<file path="config.mk">
export PLATFORM = sky130hd
export DESIGN_NAME = review_record_decoder_crc32_flat
export DESIGN_NICKNAME = d
export VERILOG_FILES = /design/src/rtl/rrd_pkg.sv /design/src/rtl/rrd_stream_if.sv /design/src/rtl/rrd_collect.sv /design/src/rtl/review_record_decoder_crc32.sv /design/src/flat_wrapper.sv
export SDC_FILE = /design/constraint.sdc
export NUM_CORES = 1
export LEC_CHECK = 0
export ABC_AREA = 0
export BUFFER_PORTS_ARGS = -buffer_cell sky130_fd_sc_hd__buf_2
export CAP_MARGIN = 20
export CORE_MARGIN = 2
export CORE_UTILIZATION = 29
export CTS_CLUSTER_SIZE = 24
export DETAILED_ROUTE_END_ITERATION = 8
export PLACE_DENSITY = 0.42
export SYNTH_ARGS = -nofsm -noshare
export SYNTH_HDL_FRONTEND = slang
export SYNTH_SLANG_ARGS = --single-unit
export TNS_END_PERCENT = 10
</file>
<file path="constraint.sdc">
create_clock -name clk_i -period 32.2 [get_ports clk_i]
set_input_delay 6.44 -clock clk_i [delete_from_list [all_inputs] [get_ports clk_i]]
set_output_delay 6.44 -clock clk_i [all_outputs]
set_load 0.03 [all_outputs]
</file>
<file path="src/rtl/rrd_pkg.sv">
// Shared types, constants and the bytewise CRC-32 step for the review record decoder.
// No dependencies.
package rrd_pkg;

  localparam int unsigned RecordBytes = 64;
  localparam int unsigned CheckOffset = 60;
  localparam int unsigned CountW      = $clog2(RecordBytes + 1);
  localparam int unsigned IdxW        = $clog2(RecordBytes);

  localparam logic [31:0] CrcPoly = 32'hEDB88320;
  localparam logic [31:0] CrcOnes = 32'hFFFFFFFF;

  localparam logic [7:0] MaxStateReset = 8'd3;
  localparam logic [2:0] RatingMin     = 3'd1;
  localparam logic [2:0] RatingMax     = 3'd4;

  typedef enum logic [2:0] {
    ST_OK          = 3'd0,
    ST_BAD_LENGTH  = 3'd1,
    ST_BAD_CHECK   = 3'd2,
    ST_BAD_RATING  = 3'd3,
    ST_BAD_STATE   = 3'd4,
    ST_BAD_FLAGS   = 3'd5,
    ST_NON_FINITE  = 3'd6
  } status_e;

  typedef logic [RecordBytes-1:0][7:0] record_t;

  typedef struct packed {
    logic        valid;
    logic        len_ok;
    logic [31:0] crc;
  } rec_done_t;

  typedef struct packed {
    logic [7:0] data_byte;
    logic       last_byte;
  } in_beat_t;

  typedef struct packed {
    logic [2:0]         status;
    logic [63:0]        id_low;
    logic [63:0]        id_high;
    logic signed [63:0] card_number;
    logic signed [63:0] reviewed_at;
    logic [2:0]         rating;
    logic [7:0]         previous_state;
    logic [7:0]         next_state;
    logic [63:0]        stability_pair;
    logic [63:0]        difficulty_pair;
    logic signed [31:0] interval;
    logic [31:0]        elapsed_and_duration;
  } result_t;

  function automatic logic [31:0] crc_byte(input logic [31:0] crc, input logic [7:0] b);
    logic [31:0] c;
    c = crc ^ {24'd0, b};
    for (int i = 0; i < 8; i++) begin
      c = (c >> 1) ^ (CrcPoly & {32{c[0]}});
    end
    return c;
  endfunction

  function automatic logic exp_all_ones(input logic [31:0] w);
    return &w[30:23];
  endfunction

endpackage

</file>
<file path="src/rtl/rrd_stream_if.sv">
// Valid/ready stream channel with a typed payload.
// Payload type is set per instance; no other dependencies.
interface rrd_stream_if #(
  parameter type payload_t = logic
);
  logic     valid;
  logic     ready;
  payload_t payload;

  modport source (output valid, output payload, input ready);
  modport sink   (input valid, input payload, output ready);
endinterface

</file>
<file path="src/rtl/rrd_collect.sv">
// Byte collector: record store, byte count, overrun flag and running CRC-32.
// Depends on rrd_pkg.
module rrd_collect (
  input  logic              clk_i,
  input  logic              rst_ni,
  input  logic              beat_i,
  input  logic [7:0]        data_byte_i,
  input  logic              last_byte_i,
  input  logic              drain_i,
  output rrd_pkg::record_t  record_o,
  output rrd_pkg::rec_done_t done_o
);
  import rrd_pkg::*;

  logic [CountW-1:0] count_q, count_d;
  logic              too_long_q, too_long_d;
  logic [31:0]       crc_q, crc_d;
  rec_done_t         done_q, done_d;
  record_t           rec_q;
  logic              store_en;

  assign store_en = beat_i && (count_q < CountW'(RecordBytes));

  always_comb begin
    count_d    = count_q;
    too_long_d = too_long_q;
    crc_d      = crc_q;
    done_d     = done_q;
    if (drain_i) begin
      done_d.valid = 1'b0;
    end
    if (beat_i) begin
      if (store_en) begin
        if (count_q < CountW'(CheckOffset)) begin
          crc_d = crc_byte(crc_q, data_byte_i);
        end
        count_d = count_q + CountW'(1);
      end else begin
        too_long_d = 1'b1;
      end
      if (last_byte_i) begin
        done_d.valid  = 1'b1;
        done_d.len_ok = !too_long_q && (count_q == CountW'(RecordBytes - 1));
        done_d.crc    = crc_q ^ CrcOnes;
        count_d       = '0;
        too_long_d    = 1'b0;
        crc_d         = CrcOnes;
      end
    end
  end

  always_ff @(posedge clk_i or negedge rst_ni) begin
    if (!rst_ni) begin
      count_q    <= '0;
      too_long_q <= 1'b0;
      crc_q      <= CrcOnes;
      done_q     <= '0;
    end else begin
      count_q    <= count_d;
      too_long_q <= too_long_d;
      crc_q      <= crc_d;
      done_q     <= done_d;
    end
  end

  always_ff @(posedge clk_i) begin
    if (store_en) begin
      rec_q[count_q[IdxW-1:0]] <= data_byte_i;
    end
  end

  assign record_o = rec_q;
  assign done_o   = done_q;

endmodule

</file>
<file path="src/rtl/review_record_decoder_crc32.sv">
// Top level of the review record decoder with CRC-32 check.
// Depends on rrd_pkg, rrd_stream_if and rrd_collect.
//
// Usage:
//   in_i carries one record byte per beat (data_byte, last_byte marks the final
//   byte). out_o carries one result per record: status and the decoded fields,
//   all fields zero unless status is ok. cfg_we_i/cfg_wdata_i write
//   max_state_code (reset value 3); write it only while the block is idle.
//   Throughput: one byte per cycle, back to back across records, with out_o ready.
//   The edge that takes the final byte latches the finished record and CRC in
//   the collector; the checked result is then latched into the output register
//   once that register is free.
//   A stalled receiver holds the result in the output register; one further
//   finished record waits in the check stage, and in_i.ready drops only when
//   both are full, so the record store is never overwritten before it is read.
//   Reset clears the byte count, overrun flag, CRC and all valid flags; the
//   record store itself is not cleared.
module review_record_decoder_crc32 (
  input  logic        clk_i,
  input  logic        rst_ni,
  rrd_stream_if.sink   in_i,
  rrd_stream_if.source out_o,
  input  logic        cfg_we_i,
  input  logic [7:0]  cfg_wdata_i
);
  import rrd_pkg::*;

  logic       beat;
  logic       out_free;
  logic       out_valid_q, out_valid_d;
  result_t    out_q, res;
  logic [7:0] max_state_q;
  record_t    rec;
  rec_done_t  done;
  status_e    status;
  logic [2:0] rating_in;

  assign out_free   = !out_valid_q || out_o.ready;
  assign in_i.ready = !done.valid || out_free;
  assign beat       = in_i.valid && in_i.ready;

  rrd_collect u_collect (
    .clk_i       (clk_i),
    .rst_ni      (rst_ni),
    .beat_i      (beat),
    .data_byte_i (in_i.payload.data_byte),
    .last_byte_i (in_i.payload.last_byte),
    .drain_i     (out_free),
    .record_o    (rec),
    .done_o      (done)
  );

  assign rating_in = rec[32][2:0];

  always_comb begin
    if (!done.len_ok) begin
      status = ST_BAD_LENGTH;
    end else if (rec[63:60] != done.crc) begin
      status = ST_BAD_CHECK;
    end else if (rec[32] < {5'd0, RatingMin} || rec[32] > {5'd0, RatingMax}) begin
      status = ST_BAD_RATING;
    end else if (rec[33] > max_state_q || rec[34] > max_state_q) begin
      status = ST_BAD_STATE;
    end else if (rec[35] != 8'd0) begin
      status = ST_BAD_FLAGS;
    end else if (exp_all_ones(rec[39:36]) || exp_all_ones(rec[43:40]) ||
                 exp_all_ones(rec[47:44]) || exp_all_ones(rec[51:48])) begin
      status = ST_NON_FINITE;
    end else begin
      status = ST_OK;
    end
  end

  always_comb begin
    res        = '0;
    res.status = status;
    if (status == ST_OK) begin
      res.id_low               = rec[7:0];
      res.id_high              = rec[15:8];
      res.card_number          = rec[23:16];
      res.reviewed_at          = rec[31:24];
      res.rating               = rating_in;
      res.previous_state       = rec[33];
      res.next_state           = rec[34];
      res.stability_pair       = rec[43:36];
      res.difficulty_pair      = rec[51:44];
      res.interval             = rec[55:52];
      res.elapsed_and_duration = rec[59:56];
    end
  end

  always_comb begin
    out_valid_d = out_valid_q;
    if (out_o.ready) begin
      out_valid_d = 1'b0;
    end
    if (done.valid && out_free) begin
      out_valid_d = 1'b1;
    end
  end

  always_ff @(posedge clk_i or negedge rst_ni) begin
    if (!rst_ni) begin
      out_valid_q <= 1'b0;
      max_state_q <= MaxStateReset;
    end else begin
      out_valid_q <= out_valid_d;
      if (cfg_we_i) begin
        max_state_q <= cfg_wdata_i;
      end
    end
  end

  always_ff @(posedge clk_i) begin
    if (done.valid && out_free) begin
      out_q <= res;
    end
  end

  assign out_o.valid   = out_valid_q;
  assign out_o.payload = out_q;

endmodule

</file>
<file path="src/flat_wrapper.sv">
// flat-port wrapper written by rule: the top's interface ports become plain ports
module review_record_decoder_crc32_flat import rrd_pkg::*;
  (clk_i, rst_ni, cfg_we_i, cfg_wdata_i, in_i_valid, in_i_payload, in_i_ready, out_o_valid, out_o_payload, out_o_ready);
  rrd_stream_if #(.payload_t(in_beat_t)) in_i_i ();
  rrd_stream_if #(.payload_t(result_t)) out_o_i ();
  input  logic clk_i;
  input  logic rst_ni;
  input  logic cfg_we_i;
  input  logic [7:0] cfg_wdata_i;
  input wire logic [$bits(in_i_i.valid)-1:0] in_i_valid;
  input wire logic [$bits(in_i_i.payload)-1:0] in_i_payload;
  output wire logic [$bits(in_i_i.ready)-1:0] in_i_ready;
  output wire logic [$bits(out_o_i.valid)-1:0] out_o_valid;
  output wire logic [$bits(out_o_i.payload)-1:0] out_o_payload;
  input wire logic [$bits(out_o_i.ready)-1:0] out_o_ready;
  assign in_i_i.valid = in_i_valid;
  assign in_i_i.payload = in_i_payload;
  assign in_i_ready = in_i_i.ready;
  assign out_o_valid = out_o_i.valid;
  assign out_o_payload = out_o_i.payload;
  assign out_o_i.ready = out_o_ready;
  review_record_decoder_crc32 u_core (.clk_i(clk_i), .rst_ni(rst_ni), .in_i(in_i_i), .out_o(out_o_i), .cfg_we_i(cfg_we_i), .cfg_wdata_i(cfg_wdata_i));
endmodule
</file>
==> results.rst <==
.. list-table::
   :header-rows: 1

   * - Metric
     - Value
   * - Avg Cell Area, Syn
     - 18.6 µm²
   * - Number of buffers added on ports
     - 493
   * - Part of the Yosys area used for sequential elements
     - 83.2%
   * - Count of placed standard cells in the final layout, fillers left out
     - 4,440
   * - Total Negative Setup Slacks
     - 0 ns
   * - Total routing resource utilization after global routing
     - 15.0%
   * - Most used cells in the layout excluding fill and tap cells
     - sky130_fd_sc_hd__edfxtp_1, sky130_fd_sc_hd__buf_2, sky130_fd_sc_hd__and2_1, sky130_fd_sc_hd__clkbuf_16, sky130_fd_sc_hd__nor2_1
   * - Total setup buffers inserted after CTS
     - 0
   * - Async SR Flop Fraction
     - 7.79%
   * - # Max-Cap Violations
     - 0
   * - GPL Wtd Cong
     - 0.735
   * - Post-route clock skew
     - 0.0319 ns
   * - Final count of negative-setup-slack endpoints
     - 0
   * - Slew HR
     - 17.2%
   * - Total congestion overflow
     - 0
   * - Most common cell after layout, fill and taps aside
     - sky130_fd_sc_hd__edfxtp_1
   * - Number of synthesized register bits
     - 1,065
   * - Synth Flop Type
     - sky130_fd_sc_hd__edfxtp_1
   * - Yosys cell types
     - 46
   * - Total number of yosys warnings
     - 0
   * - Total Die Area
     - 134,000 µm²
   * - Detail Route Antenna Nets
     - 0
   * - Antenna violations before repair
     - 9
   * - First-pass DRT Iterations
     - 5
   * - Total number of vias
     - 18,693
   * - Worst Setup Start Kind
     - input port
   * - Unrepaired setup endpoints after global routing
     - no
   * - Total I/O pin count
     - 494
   * - Std cell rows
     - 132
   * - Maximum vdd ir drop
     - 0.0447 mV
   * - Post-cts hold buffer count
     - 0
   * - Maximum single-stage delay on the critical path
     - 0.23 ns
   * - CORE AREA
     - 130,000 µm²
   * - CTS Root Buffer Type
     - sky130_fd_sc_hd__clkbuf_16
   * - Dominant cell type by count on the critical path
     - sky130_fd_sc_hd__buf_2
   * - Nets@finish
     - 2,642
   * - Multiplexer share of the synthesized area
     - 0.0593%
   * - Post-synthesis to final-layout area growth
     - 21.1%
   * - Slowest-stage cell, CP
     - sky130_fd_sc_hd__nand3b_1
   * - Startpoint of the lowest-slack hold path
     - u_core.u_collect.done_o[33]
   * - Buffers & Inverters on Critical Path
     - 2
   * - Total leakage power
     - 16.4 nW
   * - Worst Path Arrival
     - 7.01 ns
   * - Total routed wirelength
     - 101,000 µm
   * - Worst endpoint required time
     - 25.76 ns
   * - Run status
     - complete, no violations
   * - Routed via count divided by cell count
     - 4.21
   * - Highest fanout seen on the critical path
     - 5
   * - Starting density of the core
     - 29.3%
   * - Worst reg2reg path startpoint
     - u_core.u_collect.done_o[6]
   * - Worst path depth
     - 3
   * - Number of buffers added by the clock tree synthesis step
     - 115
   * - DR DRC count
     - 0
   * - Wire length of the first global-routing pass
     - 144,000 µm
   * - Via count of the first global-routing pass
     - 19,445
   * - Pwr Density
     - 71.6 nW/µm²
   * - CTS tree
     - yes
   * - EDFF count, synth
     - 982
   * - Compound-cell area share of the yosys netlist
     - 1.63%
   * - FF-to-FF path depth
     - 7
   * - Final cell utilization of the core
     - 35.5%
   * - Sink count of the clock tree
     - 1,065
   * - Kind of capture point of the worst setup path
     - primary output
   * - Die width
     - 366 µm
   * - Insertion delay of the later-clocked pin in the worst-skew pair
     - 0.73 ns
   * - Cell count of the worst hold path
     - 1
   * - Post-route fraction of the period consumed by the critical path
     - 41.8%
   * - Share of synthesized cell area in full adder, half adder and majority cells
     - 0.560%
   * - Dominant combinational cell family by area after synthesis
     - simple AND/OR/NAND/NOR gates
   * - Critical path class
     - in2out
   * - Die height
     - 366 µm
   * - Maximum clock insertion buffer count
     - 3
   * - Final number of max-transition violations
     - 0
   * - Measured slew at the worst slew-check pin
     - 1.24 ns
   * - Deepest level of the CTS H-tree
     - 3
   * - Detailed placer's ending HPWL
     - 64,200 µm
   * - Fraction of final layout cells sized beyond drive strength 1
     - 27.3%
   * - Netlist area before placement
     - 38,000 µm²
   * - Cell family with the largest share of critical-path delay
     - buffers and inverters
   * - Routed WL per cell
     - 22.8 µm
   * - Max Fclk
     - 74.3 MHz
   * - Maximum number of pins on one net before global-route repair
     - 286
   * - Beginning of the critical path
     - out_o_ready
   * - Syn nets
     - 2,078
   * - Final number of hold-violating endpoints
     - 0
   * - Quantity of gates resized following cts
     - 0
   * - Final worst path period need
     - 13.45 ns
   * - Initial detailed-routing violation count
     - 1,381
   * - Post-synthesis instance total
     - 2,039
   * - Clock edge transition at the registers on the reported setup and hold paths
     - 0.06 ns
   * - CP Cell Sequence
     - buf_2 > nand3b_1 > buf_2
   * - Worst min-delay path category
     - reg2reg
   * - Number of instances in the placed design
     - 4,227
   * - Post-Synth XOR/XNOR Area
     - 2.66%
   * - Share of synthesized cell area in and, or, nand and nor gates
     - 10.1%
## sequential cells by signal, summed over array words and instances (netlist names)
| register | cells |
|---|---|
| u_core.u_collect.too_long_q | 1 |
| u_core.out_o.valid | 1 |
| u_core.u_collect.crc_q | 32 |
| u_core.u_collect.record_o | 512 |
| u_core.max_state_q | 8 |
| u_core.u_collect.done_o | 34 |
| u_core.u_collect.count_q | 7 |
| u_core.out_o.payload | 470 |
## layer usage
layer	up-vias	global-route usage [%]	wire length [µm]
li1	8550	-	-
met1	9539	19.9	44900
met2	497	24.6	49000
met3	107	3.31	5560
met4	0	4.14	1850
met5	-	0	0
## stage by stage
stage | setup WS, ns | hold slack, ns | power, mW | instance area (µm²)
floorplan | 14.16 | 0.449 | 1.93 | 38000
global placement | 18.75 | 0.477 | 2.04 | 42200
detailed placement | 18.75 | 0.482 | 2.04 | 42300
CTS | 18.74 | 0.482 | 3.34 | 46000
global route | 18.70 | 0.527 | 3.42 | 46000
finish | 18.75 | 0.482 | 3.29 | 46000
## logic make-up after synthesis
family / count (synthesis)
compound gates: 96
xor+xnor: 107
fa+ha+maj: 17
buf+inv: 88
flops: 1065
mux: 2
simple gates: 664
## final timing paths
| kind | endpoint | slack [ns] |
|---|---|---|
| setup / recovery | in_i_ready | 18.75 |
| hold / removal | u_core.out_o.valid | 0.48 |
| setup reg to reg | u_core.out_o.payload[127] | 28.32 |
| hold reg to reg | u_core.out_o.valid | 0.48 |
| max in group asynchronous | u_core.u_collect.crc_q[22] | 25.40 |
| min in group asynchronous | u_core.u_collect.done_o[26] | 5.74 |
## worst register-to-register path, stage by stage, from the launching register on
cell	delay (ns)
sky130_fd_sc_hd__dfrtp_1	0.39
sky130_fd_sc_hd__xnor2_1	0.22
sky130_fd_sc_hd__nand4_1	0.13
sky130_fd_sc_hd__nor4_1	0.81
sky130_fd_sc_hd__nand4_1	0.21
sky130_fd_sc_hd__and4bb_4	0.67
sky130_fd_sc_hd__buf_12	0.53
sky130_fd_sc_hd__and2_1	0.79
## Yosys cell counts, types with 4 or more instances
master / instances / area, µm²
sky130_fd_sc_hd__a21oi_1: 11 / 55.1
sky130_fd_sc_hd__nand4_1: 24 / 150
sky130_fd_sc_hd__or4_1: 4 / 30.0
sky130_fd_sc_hd__o21ai_0: 45 / 225
sky130_fd_sc_hd__nand3_1: 6 / 30.0
sky130_fd_sc_hd__clkbuf_1: 17 / 63.8
sky130_fd_sc_hd__nand3b_1: 4 / 30.0
sky130_fd_sc_hd__nor2_1: 82 / 308
sky130_fd_sc_hd__inv_1: 12 / 45.0
sky130_fd_sc_hd__a2bb2oi_1: 31 / 272
sky130_fd_sc_hd__and2_1: 470 / 2940
sky130_fd_sc_hd__dfrtp_1: 49 / 1230
sky130_fd_sc_hd__buf_1: 10 / 37.5
sky130_fd_sc_hd__dfstp_2: 34 / 893
sky130_fd_sc_hd__edfxtp_1: 982 / 29500
sky130_fd_sc_hd__buf_8: 4 / 60.1
sky130_fd_sc_hd__xor2_1: 23 / 201
sky130_fd_sc_hd__xnor2_1: 77 / 674
sky130_fd_sc_hd__buf_6: 42 / 473
sky130_fd_sc_hd__nand2_1: 54 / 203
sky130_fd_sc_hd__ha_1: 17 / 213
## layout make-up
cell class              count  area [µm²]
well taps                1742        2180
multi-input cells         886        5710
clock inverters            63         614
inverters                  12        45.0
fillers                 12395       83800
repair buffers            523        2780
flip-flops and latches   1065       31600
diodes                      4        10.0
clock buffers             145        3090
## where the power goes
part	switching, mW	leakage [nW]	total (mW)	internal, mW
Sequential	0.0456	10.1	1.64	1.59
Combinational	0.237	4.49	0.365	0.128
Clock	0.534	1.80	1.29	0.756
Total	0.817	16.4	3.29	2.48
Power figures use the tool's default switching activity.
